[config.mk]
export PLATFORM = sky130hd
export DESIGN_NAME = fdl_interp
export DESIGN_NICKNAME = d
export VERILOG_FILES = /design/src/rtl/fdl_interp.sv
export SDC_FILE = /design/constraint.sdc
export NUM_CORES = 1
export LEC_CHECK = 0
export ABC_CLOCK_PERIOD_IN_PS = 5600
export BUFFER_PORTS_ARGS = -buffer_cell sky130_fd_sc_hd__buf_2
export CORE_ASPECT_RATIO = 0.7
export CORE_MARGIN = 2
export CORE_UTILIZATION = 55
export DETAILED_ROUTE_END_ITERATION = 10
export PLACE_DENSITY = 0.74
export SLEW_MARGIN = 30
export SYNTH_ARGS = -nofsm -noshare
export SYNTH_HDL_FRONTEND = slang
export SYNTH_SLANG_ARGS = --single-unit
[constraint.sdc]
create_clock -name clock -period 5.6 [get_ports clock]
set_input_delay 1.12 -clock clock [delete_from_list [all_inputs] [get_ports clock]]
set_output_delay 1.12 -clock clock [all_outputs]
set_load 0.01 [all_outputs]
[src/rtl/fdl_interp.sv]
// fdl_interp: linear interpolation pipeline a + ((b - a) * f) >> frac, floor shift
// difference and product stages, then the sum formed into the output register; no dependencies

module fdl_interp #(
   parameter int SAMPLE_BITS = 16,
   parameter int FRAC_BITS   = 8
) (
   input  logic                          clock,
   input  logic                          reset,
   input  logic                          in_valid,
   output logic                          in_ready,
   input  logic signed [SAMPLE_BITS-1:0] in_a,
   input  logic signed [SAMPLE_BITS-1:0] in_b,
   input  logic [FRAC_BITS-1:0]          in_frac,
   output logic                          out_valid,
   input  logic                          out_ready,
   output logic signed [SAMPLE_BITS-1:0] out_sample
);

   localparam int SB = SAMPLE_BITS;
   localparam int FB = FRAC_BITS;

   logic                 s3_v_ff, s3_v_in;
   logic signed [SB-1:0] s3_a_ff;
   logic signed [SB:0]   s3_dba_ff;
   logic [FB-1:0]        s3_frac_ff;

   logic                 s4_v_ff, s4_v_in;
   logic signed [SB-1:0] s4_a_ff;
   logic [SB+FB:0]       s4_prod_ff;

   logic                 out_v_ff, out_v_in;
   logic [SB-1:0]        out_sample_ff, out_sample_in;

   logic                 take, mv3, mv4;
   logic signed [SB:0]   dba_in;
   logic signed [FB:0]   frac_s;
   logic signed [SB+FB+1:0] prod_full;
   logic [SB+FB:0]       a_shift, sum;

   assign mv4      = s4_v_ff && (!out_v_ff || out_ready);
   assign mv3      = s3_v_ff && (!s4_v_ff || mv4);
   assign in_ready = !s3_v_ff || mv3;
   assign take     = in_valid && in_ready;

   assign s3_v_in  = take | (s3_v_ff & !mv3);
   assign s4_v_in  = mv3 | (s4_v_ff & !mv4);
   assign out_v_in = mv4 | (out_v_ff & !out_ready);

   always_comb begin
      dba_in    = {in_b[SB-1], in_b} - {in_a[SB-1], in_a};
      frac_s    = {1'b0, s3_frac_ff};
      prod_full = s3_dba_ff * frac_s;
      // a shifted left by FB bits, sign extended to the product width
      a_shift   = {s4_a_ff[SB-1], s4_a_ff, {FB{1'b0}}};
      sum       = a_shift + s4_prod_ff;
      // bit select of the two's complement sum is the floor shift
      out_sample_in = sum[SB+FB-1:FB];
   end

   always_ff @(posedge clock) begin
      if (reset) begin
         s3_v_ff  <= 1'b0;
         s4_v_ff  <= 1'b0;
         out_v_ff <= 1'b0;
      end else begin
         s3_v_ff  <= s3_v_in;
         s4_v_ff  <= s4_v_in;
         out_v_ff <= out_v_in;
      end
      if (take) begin
         s3_a_ff    <= in_a;
         s3_dba_ff  <= dba_in;
         s3_frac_ff <= in_frac;
      end
      if (mv3) begin
         s4_a_ff    <= s3_a_ff;
         s4_prod_ff <= prod_full[SB+FB:0];
      end
      if (mv4) begin
         out_sample_ff <= out_sample_in;
      end
   end

   assign out_valid  = out_v_ff;
   assign out_sample = out_sample_ff;

endmodule

==> results.md, run 1 <==
- FF-to-FF path depth: 17
- HPWL Detailed: 14.0 mm
- Startpoint Class: register
- Yosys reg bits: 92
- Ys async rst share: 0
- Num CTS Buffers: 9
- Routed Antenna Nets: 0
- Wire per inst: 15.7 µm
- # Max-Cap Violations: 0
- Placed inst area: 9230 µm²
- CP Class: reg -> reg
- Final Hold Fails: 0
- Highest Signal Layer: met4
- GRT Util Overall: 0.223
- Setup crit end kind: register
- CTS tree: yes
- Number of core rows: 38
- Req. time, crit path: 5.70 ns
- Met3 Wirelength: 907 µm
- Clk sink count: 92
- Mapped cell area: 8590 µm²
- Setup bufs post-CTS: 0
- Vias in the first global route: 6070
- Initial antenna violation count: 0
- Final nets: 1114
- # IOs: 62
- WHS: 0.421 ns
- Primary FF master, synth: edfxtp_1
- Synth area leader: edfxtp_1
- First-pass GRT wire length: 29.3 mm
- Final-report max-slew violation count: 0
- Hold path depth: 0
- Synth cell types: 49
- RSZ-0062 raised after global routing: false
- DRC Markers: 0
- Core footprint: 15400 µm²
- Status: finished, final reports clean
- Post-synth top cells: inv_1, fa_1, edfxtp_1
- Starting Density: 0.558
- Share of cells above drive strength 1: 0.114
- Fmax achieved: 191 MHz
- Post-Synthesis Cells: 818
- Synth area leaders: edfxtp_1, fa_1, ha_1
- Fin crit share: 0.937
- # resized after CTS: 0
- Synth top area share: 0.311
- Synth warn: 0
- Top-count cell post-synth: inv_1
- DRT Pass-1 Iters: 5
- Number of DRC markers in iteration 0: 411
- Clk_skew: 0.0102 ns
- Endpoints failing setup: 0
- Clock Latency Late Sink: 0.35 ns
- Detailed Route WL: 17.2 mm
- Slew HR: 0.579
- Min-Delay Path Class: reg -> reg
- Wire length on met2: 7.88 mm
- Area growth syn-to-layout: 11.2%
- Vias: 5787
- Largest net degree at the start of global routing: 42
- Slew @ Worst Pin: 0.626 ns
- CTS Root Cell: clkbuf_16
- # H-tree levels: 3
- Die Y: 109 µm
- Port buffer count: 61
- Filler cells: 1267
- Design area: 9550 µm²
- N_diodes: 0
- Mapped Nets: 1040
- Tmin final: 5.25 ns
- Worst-path clk slew: 0.07 ns
- CTS Hold Bufs: 0
- Sequential area share after synthesis: 0.318
- Clock tree buffer depth: 2
- CP max FO: 17
- Met1 WL: 8.24 mm
- Final TNS setup: 0 ns
- Die ar.: 16600 µm²
- Worst endpoint data arrival time: 5.34 ns
- Grt total ovfl: 0
- Die W: 153 µm
- Final GP Congestion: 0.877
- Syn Area/Cell: 10.5 µm²
- EDFF count, synth: 89
- Vias per cell: 5.28
## through the flow
step           utilization  cells  setup slack (ns)
5_1_grt              0.620   1097             0.114
6_report             0.620   1097             0.352
3_5_place_dp         0.599   1081             0.374
4_1_cts              0.620   1097             0.347
3_3_place_gp         0.597   1079             0.537
2_1_floorplan            -    818             0.669
## area by class of cell
cell class                 instances  area, µm²  area share
tap                              200        250      0.0262
timing repair buffer              72        403      0.0422
sequential                        92       2730       0.286
inverter                         168        631      0.0660
multi-input combinational        549       5220       0.546
clock inverter                     7       92.6     0.00969
clock buffer                       9        225      0.0236
## worst max-delay path, cell delays in order (launching register included)
cell and delay, ns:
edfxtp_1 0.72, nand2_1 0.14, fa_1 0.52, inv_1 0.05, fa_1 0.47, fa_1 0.56, inv_1 0.06, fa_1 0.53
inv_1 0.04, ha_1 0.33, a21o_1 0.20, a21o_1 0.20, a31oi_1 0.29, a21oi_2 0.12, a41o_2 0.33, o221ai_4 0.21
o21bai_2 0.09, xor2_1 0.14
## placed cells by master, fill, tap and decap left out, types with 10 or more instances in the layout
cell,count
ha_1,74
inv_1,168
buf_2,61
nand2_1,82
and2_1,65
xnor2_1,34
nor2_1,39
edfxtp_1,89
a21oi_1,30
o21ai_0,11
fa_1,104
nor2b_1,11
xor2_1,10
## sequential cells by signal, indices dropped and copies added (netlist names)
register	count
s4_a_ff	16
s3_dba_ff	17
s4_v_ff	1
s3_v_ff	1
s3_a_ff	16
out_valid	1
out_sample	16
s4_prod_ff	16
s3_frac_ff	8
## routing by layer
layer  global-route usage  up-vias
li1                     -     2773
met1                0.319     2829
met2                0.364      167
met3               0.0341       18
met4               0.0518        0
met5                    0        -
## path summary, 6_finish.rpt
kind,to,slack [ns],from
worst max-delay path,s4_prod_ff[20],0.35,s3_frac_ff[3]
worst min-delay path,s4_a_ff[8],0.42,s3_a_ff[8]
worst max register to register,s4_prod_ff[20],0.35,s3_frac_ff[3]
worst min register to register,s4_a_ff[8],0.42,s3_a_ff[8]
## logic make-up after synthesis
group	after synthesis	synth area share
simple gates	237	0.135
fa+ha+maj	178	0.350
buf+inv	177	0.0775
flops	92	0.318
compound gates	89	0.0727
xor+xnor	44	0.0449
mux	1	0.00117
Power of run 1 is not shown: default switching activity piles up to over one toggle a cycle in this logic, so the estimate is an artifact.
==> run 2: changes to the inputs <==
--- a/config.mk
+++ b/config.mk
@@ -6,7 +6,7 @@
 export NUM_CORES = 1
 export LEC_CHECK = 0
 export ABC_CLOCK_PERIOD_IN_PS = 5600
-export BUFFER_PORTS_ARGS = -buffer_cell sky130_fd_sc_hd__buf_2
+export BUFFER_PORTS_ARGS = -buffer_cell sky130_fd_sc_hd__buf_4
 export CORE_ASPECT_RATIO = 0.7
 export CORE_MARGIN = 2
 export CORE_UTILIZATION = 55
==> results.md, run 2 (synthesis gave the netlist of run 1 again) <==
- Final-report max-slew violation count: 0 (unchanged)
- Share of cells above drive strength 1: 0.113 (was 0.114)
- Vias per cell: 5.28 (about the same)
- Multi-input gate area: 5220 µm² (unchanged)
- Gate power share: 0.699
- Vias in the first global route: 5956 (was 6070)
- Setup bufs post-CTS: 0 (unchanged)
- Vias: 5789 (was 5787)
- Commonest non-fill, non-tap cell in the layout: inv_1 (unchanged)
- Number of DRC markers in iteration 0: 286 (was 411)
- Tmin final: 5.21 ns (was 5.25 ns)
- Worst-path clk slew: 0.07 ns (about the same)
- Largest Register: s3_dba_ff (unchanged)
- # IOs: 62 (unchanged)
- CTS Root Cell: clkbuf_16 (unchanged)
- Min-Delay Path Class: reg -> reg (unchanged)
- Clock tree buffer depth: 2 (unchanged)
- CTS tree: yes (unchanged)
- Slew HR: 0.580 (was 0.579)
- CP max FO: 17 (unchanged)
- HPWL Detailed: 13.9 mm (was 14.0 mm)
- Req. time, crit path: 5.68 ns (was 5.70 ns)
- Wire per inst: 15.9 µm (was 15.7 µm)
- Reg power frac: 0.195
- Area growth syn-to-layout: 13.1% (was 11.2%)
- Clock power frac: 0.106
- Die W: 153 µm (unchanged)
- Initial antenna violation count: 0 (unchanged)
- Die ar.: 16600 µm² (unchanged)
- Final nets: 1113 (was 1114)
- # H-tree levels: 3 (unchanged)
- Sw power: 2.90 mW
- # Max-Cap Violations: 0 (unchanged)
- Final GP Congestion: 0.936 (was 0.877)
- Starting Density: 0.558 (unchanged)
- Core footprint: 15400 µm² (unchanged)
- Grt total ovfl: 0 (unchanged)
- RSZ-0062 raised after global routing: false (unchanged)
- Die Y: 109 µm (unchanged)
- Lkg Pwr: 4.58 nW
- Worst R2R Setup Slack: 0.39 ns (was 0.35 ns)
- Cell Count, Final, Fillers Out: 1096 (was 1097)
- # placed instances: 1080 (was 1081)
- Final TNS setup: 0 ns (unchanged)
- GRT Util Overall: 0.221 (was 0.223)
- Port buffer count: 61 (unchanged)
- Internal power: 3.48 mW
- DRC Markers: 0 (unchanged)
- First-pass GRT wire length: 29.0 mm (was 29.3 mm)
- Setup crit end kind: register (unchanged)
- Fin crit share: 0.931 (was 0.937)
- Worst endpoint data arrival time: 5.29 ns (was 5.34 ns)
- Fmax achieved: 192 MHz (was 191 MHz)
- Highest-count cells in the layout ignoring fill and taps: inv_1, fa_1, edfxtp_1 (unchanged)
- Sw Share: 0.454
- Max FFs per register: 17 (unchanged)
- N_diodes: 0 (unchanged)
- Peak supply drop: 0.000480 V
- Detailed Route WL: 17.4 mm (was 17.2 mm)
- Final Hold Fails: 0 (unchanged)
- # resized after CTS: 0 (unchanged)
- DRT Pass-1 Iters: 6 (was 5)
- CTS Hold Bufs: 0 (unchanged)
- Endpoints failing setup: 0 (unchanged)
- Largest net degree at the start of global routing: 42 (unchanged)
- Pwr/cell area: 657 nW/µm²
- Reg area: 2730 µm² (unchanged)
- CP Class: reg -> reg (unchanged)
- Slew @ Worst Pin: 0.627 ns (was 0.626 ns)
- Startpoint Class: register (unchanged)
- Clock Latency Late Sink: 0.34 ns (was 0.35 ns)
- Clk sink count: 92 (unchanged)
- Num CTS Buffers: 9 (unchanged)
- Filler cells: 1264 (was 1267)
- Clk_skew: 0.00917 ns (was 0.0102 ns)
- Status: finished, final reports clean (unchanged)
- Number of core rows: 38 (unchanged)
- Routed Antenna Nets: 0 (unchanged)
-- run 2: cell count changes in the layout (fill, tap and decap cells not counted), sizes merged --
| cell | before | now |
|---|---|---|
| bufinv | 1 | 2 |
| clkbuf | 9 | 10 |
| clkinv | 3 | 1 |
| clkinvlp | 0 | 1 |
| inv | 171 | 170 |
| buf | 72 | 71 |
-- run 2: stage by stage --
stage	worst slack [ns]	hold WS [ns]	total power [mW]	area, µm²	utilization
final	0.386	0.422	6.38	9710	0.630
after global routing	0.109	0.424	7.07	9710	0.630
after CTS	0.367	0.423	6.43	9710	0.630
after detailed placement	0.422	0.405	5.69	9380	0.609
after global placement	0.496	0.401	5.60	9350	0.607
after floorplan	0.669	0.400	4.76	8590	-
-- run 2: routing by layer --
layer,share of wire,track usage
met5,0,0
met4,0.014,0.0472
met3,0.059,0.0369
met2,0.46,0.353
met1,0.47,0.322
-- run 2: cell type report --
cell class,count,share of cell area
multi-input combinational,549,0.537
sequential,92,0.281
inverter,168,0.0649
timing repair buffer,71,0.0564
tap,200,0.0258
clock buffer,10,0.0246
clock inverter,6,0.00966
-- run 2: worst max-delay path, stage by stage, from the launching register on --
cell and delay, ns:
edfxtp_1 0.68, nand2_1 0.15, fa_1 0.57, inv_1 0.06, fa_1 0.46, fa_1 0.49, inv_1 0.06, fa_1 0.53
inv_1 0.04, ha_1 0.34, a21o_1 0.20, a21o_1 0.20, a31oi_1 0.26, a21oi_2 0.12, a41o_2 0.34, o221ai_4 0.21
o21bai_2 0.10, xor2_1 0.15
-- run 2: power by group through the flow --
stage	logic, mW	registers [mW]	clock network [mW]
finish	4.46	1.24	0.675
global route	5.09	1.26	0.712
CTS	4.51	1.24	0.684
detailed placement	4.43	1.26	0
global placement	4.35	1.25	0
floorplan	3.54	1.22	0
-- run 2: final timing paths --
check             depth (start not counted)           from             end
setup / recovery                         17  s3_frac_ff[2]  s4_prod_ff[20]
hold / removal                            0     s3_a_ff[4]      s4_a_ff[4]
setup reg to reg                         17  s3_frac_ff[2]  s4_prod_ff[20]
hold reg to reg                           0     s3_a_ff[4]      s4_a_ff[4]
Note: power is estimated with default switching activity, not from simulation.
==> run 3: changes to the inputs <==
--- a/config.mk
+++ b/config.mk
@@ -5,13 +5,14 @@
 export SDC_FILE = /design/constraint.sdc
 export NUM_CORES = 1
 export LEC_CHECK = 0
+export ABC_AREA = 1
 export ABC_CLOCK_PERIOD_IN_PS = 5600
 export BUFFER_PORTS_ARGS = -buffer_cell sky130_fd_sc_hd__buf_4
 export CORE_ASPECT_RATIO = 0.7
 export CORE_MARGIN = 2
 export CORE_UTILIZATION = 55
 export DETAILED_ROUTE_END_ITERATION = 10
-export PLACE_DENSITY = 0.74
+export PLACE_DENSITY = 0.73
 export SLEW_MARGIN = 30
 export SYNTH_ARGS = -nofsm -noshare
 export SYNTH_HDL_FRONTEND = slang
==> results.md, run 3 <==
- HPWL Detailed: 17.7 mm (was 13.9 mm)
- Vias: 6963 (was 5789)
- N_diodes: 0 (unchanged)
- Yosys reg bits: 92 (unchanged)
- Filler cells: 1433 (was 1264)
- CTS Root Cell: clkbuf_16 (unchanged)
- Slew HR: 0.499 (was 0.580)
- Final Hold Fails: 0 (unchanged)
- Peak supply drop: 0.000432 V (was 0.000480 V)
- Dpl ws: 0.740 ns (was 0.422 ns)
- Clock Latency Late Sink: 0.36 ns (was 0.34 ns)
- # Max-Cap Violations: 0 (unchanged)
- Port buffer count: 61 (unchanged)
- Worst endpoint data arrival time: 4.95 ns (was 5.29 ns)
- # H-tree levels: 3 (unchanged)
- Area growth syn-to-layout: 9.88% (was 13.1%)
- CTS Hold Bufs: 0 (unchanged)
- Number of core rows: 39 (was 38)
- # resized after CTS: 0 (unchanged)
- Req. time, crit path: 5.71 ns (was 5.68 ns)
- Die ar.: 18100 µm² (was 16600 µm²)
- Synth cell types: 36 (was 49)
- CTS tree: yes (unchanged)
- Detailed Route WL: 21.3 mm (was 17.4 mm)
- Share of cells above drive strength 1: 0.0892 (was 0.113)
- Largest Register: s3_dba_ff (unchanged)
- Final GP Congestion: 0.894 (was 0.936)
- Die Y: 113 µm (was 109 µm)
- DRT Pass-1 Iters: 5 (was 6)
- RSZ-0062 raised after global routing: false (unchanged)
- Clk sink count: 92 (unchanged)
- Final TNS setup: 0 ns (unchanged)
- DRC Markers: 0 (unchanged)
- GRT Util Overall: 0.250 (was 0.221)
- Lkg Pwr: 5.61 nW (was 4.58 nW)
- CP Class: reg -> reg (unchanged)
- Startpoint Class: register (unchanged)
- Max FFs per register: 17 (unchanged)
- Cell Count, Final, Fillers Out: 1368 (was 1096)
- Sequential area share after synthesis: 0.291 (was 0.318)
- Ys async rst share: 0 (unchanged)
- First-pass GRT wire length: 34.9 mm (was 29.0 mm)
- Vias per cell: 5.09 (was 5.28)
- Final nets: 1360 (was 1113)
- Synth warn: 0 (unchanged)
- Core footprint: 16500 µm² (was 15400 µm²)
- Syn Area/Cell: 8.57 µm² (was 10.5 µm²)
- Final worst slack: 0.762 ns (was 0.386 ns)
- Highest-count cells in the layout ignoring fill and taps: inv_1, nand2_1, fa_1 (was inv_1, fa_1, edfxtp_1)
- Synth area leader: edfxtp_1 (unchanged)
- Mapped cell area: 9380 µm² (was 8590 µm²)
- Synth area leaders: edfxtp_1, fa_1, inv_1 (was edfxtp_1, fa_1, ha_1)
- Wire per inst: 15.6 µm (was 15.9 µm)
- # placed instances: 1352 (was 1080)
- Commonest non-fill, non-tap cell in the layout: inv_1 (unchanged)
- Slew @ Worst Pin: 0.751 ns (was 0.627 ns)
- Mapped Nets: 1317 (was 1040)
- Largest net degree at the start of global routing: 42 (unchanged)
- Routed Antenna Nets: 0 (unchanged)
- Die W: 160 µm (was 153 µm)
- Worst-path clk slew: 0.07 ns (about the same)
- Primary FF master, synth: edfxtp_1 (unchanged)
- Post-synth top cells: inv_1, nand2_1, fa_1 (was inv_1, fa_1, edfxtp_1)
- Pwr/cell area: 603 nW/µm² (was 657 nW/µm²)
- Synth top area share: 0.285 (was 0.311)
- Clock tree buffer depth: 2 (unchanged)
- Setup bufs post-CTS: 0 (unchanged)
- # IOs: 62 (unchanged)
- Number of DRC markers in iteration 0: 479 (was 286)
- Num CTS Buffers: 9 (unchanged)
- Top-count cell post-synth: inv_1 (unchanged)
- Endpoints failing setup: 0 (unchanged)
- Status: finished, final reports clean (unchanged)
- WHS: 0.421 ns (was 0.422 ns)
- Clk_skew: 0.00999 ns (was 0.00917 ns)
- Grt total ovfl: 0 (unchanged)
- Final-report max-slew violation count: 0 (unchanged)
- Starting Density: 0.569 (was 0.558)
- EDFF count, synth: 89 (unchanged)
- CP max FO: 17 (unchanged)
- Vias in the first global route: 6921 (was 5956)
- Fin crit share: 0.864 (was 0.931)
- Initial antenna violation count: 0 (unchanged)
- Post-Synthesis Cells: 1095 (was 818)
- Min-Delay Path Class: reg -> reg (unchanged)
- Tmin final: 4.84 ns (was 5.21 ns)
- Fmax achieved: 207 MHz (was 192 MHz)
- Setup crit end kind: register (unchanged)
-- run 3: cell types whose count changed after synthesis, moves of 9 or more --
cell / delta
a21oi_1: +28
and2_1: -63
clkbuf_1: +17
inv_1: +118
nand2_1: +181
nand2_2: +9
nand3_1: +19
nor2b_1: -11
xnor2_1: -22
xor2_1: +14
-- run 3: layout make-up --
cell class	instances	area, µm²	area share
clock buffers	9	225	0.0218
clock inverters	7	88.8	0.00862
inverters	287	1080	0.104
multi-input cells	683	5420	0.525
flip-flops and latches	92	2730	0.265
well taps	225	282	0.0273
repair buffers	65	488	0.0473
-- run 3: worst paths after layout --
kind,from,to,slack (ns),cells past startpoint
worst min-delay path,s3_a_ff[3],s4_a_ff[3],0.42,0
worst max-delay path,s3_frac_ff[3],s4_prod_ff[22],0.76,17
worst max register to register,s3_frac_ff[3],s4_prod_ff[22],0.76,17
worst min register to register,s3_a_ff[3],s4_a_ff[3],0.42,0
-- run 3: power by group --
group	internal, mW	leakage [nW]	switching (mW)
clock	0.321	0.152	0.302
combinational	1.62	4.58	2.78
sequential	1.08	0.874	0.110
total	3.03	5.61	3.19
-- run 3: worst max-delay path: stages, from the launching register on --
cell	delay, ns
edfxtp_1	0.68
nand2_1	0.24
inv_1	0.10
fa_1	0.62
inv_1	0.10
fa_1	0.54
inv_1	0.05
fa_1	0.53
inv_1	0.06
fa_1	0.52
inv_1	0.04
ha_1	0.31
inv_1	0.08
nor3_1	0.23
and2_1	0.19
nand4_1	0.11
nand4_1	0.12
nand2_1	0.05
-- run 3: kinds of logic (layout without fill, tap and decap cells) --
kind of cell,Yosys count,after routing,synth area share
AOI/OAI and AO/OA,102,102,0.0604
xor gates and xnor gates,36,36,0.0336
DFF,92,92,0.291
and+or+nand+nor,367,367,0.163
adders and majority gates,178,178,0.321
buffers and inverters,320,368,0.131
-- run 3: metal layers --
metal | routed length (µm) | track usage | vias up
li1 | - | - | 3419
met1 | 10400 | 0.377 | 3263
met2 | 8770 | 0.370 | 261
met3 | 1860 | 0.0568 | 20
met4 | 259 | 0.0523 | 0
met5 | 0 | 0 | -
-- run 3: stage by stage --
step	utilization	power, mW	cell area [µm²]
6_report	0.625	6.22	10300
5_1_grt	0.625	6.91	10300
4_1_cts	0.625	6.23	10300
3_5_place_dp	0.606	5.58	10000
3_3_place_gp	0.606	5.52	10000
2_1_floorplan	-	4.42	9380
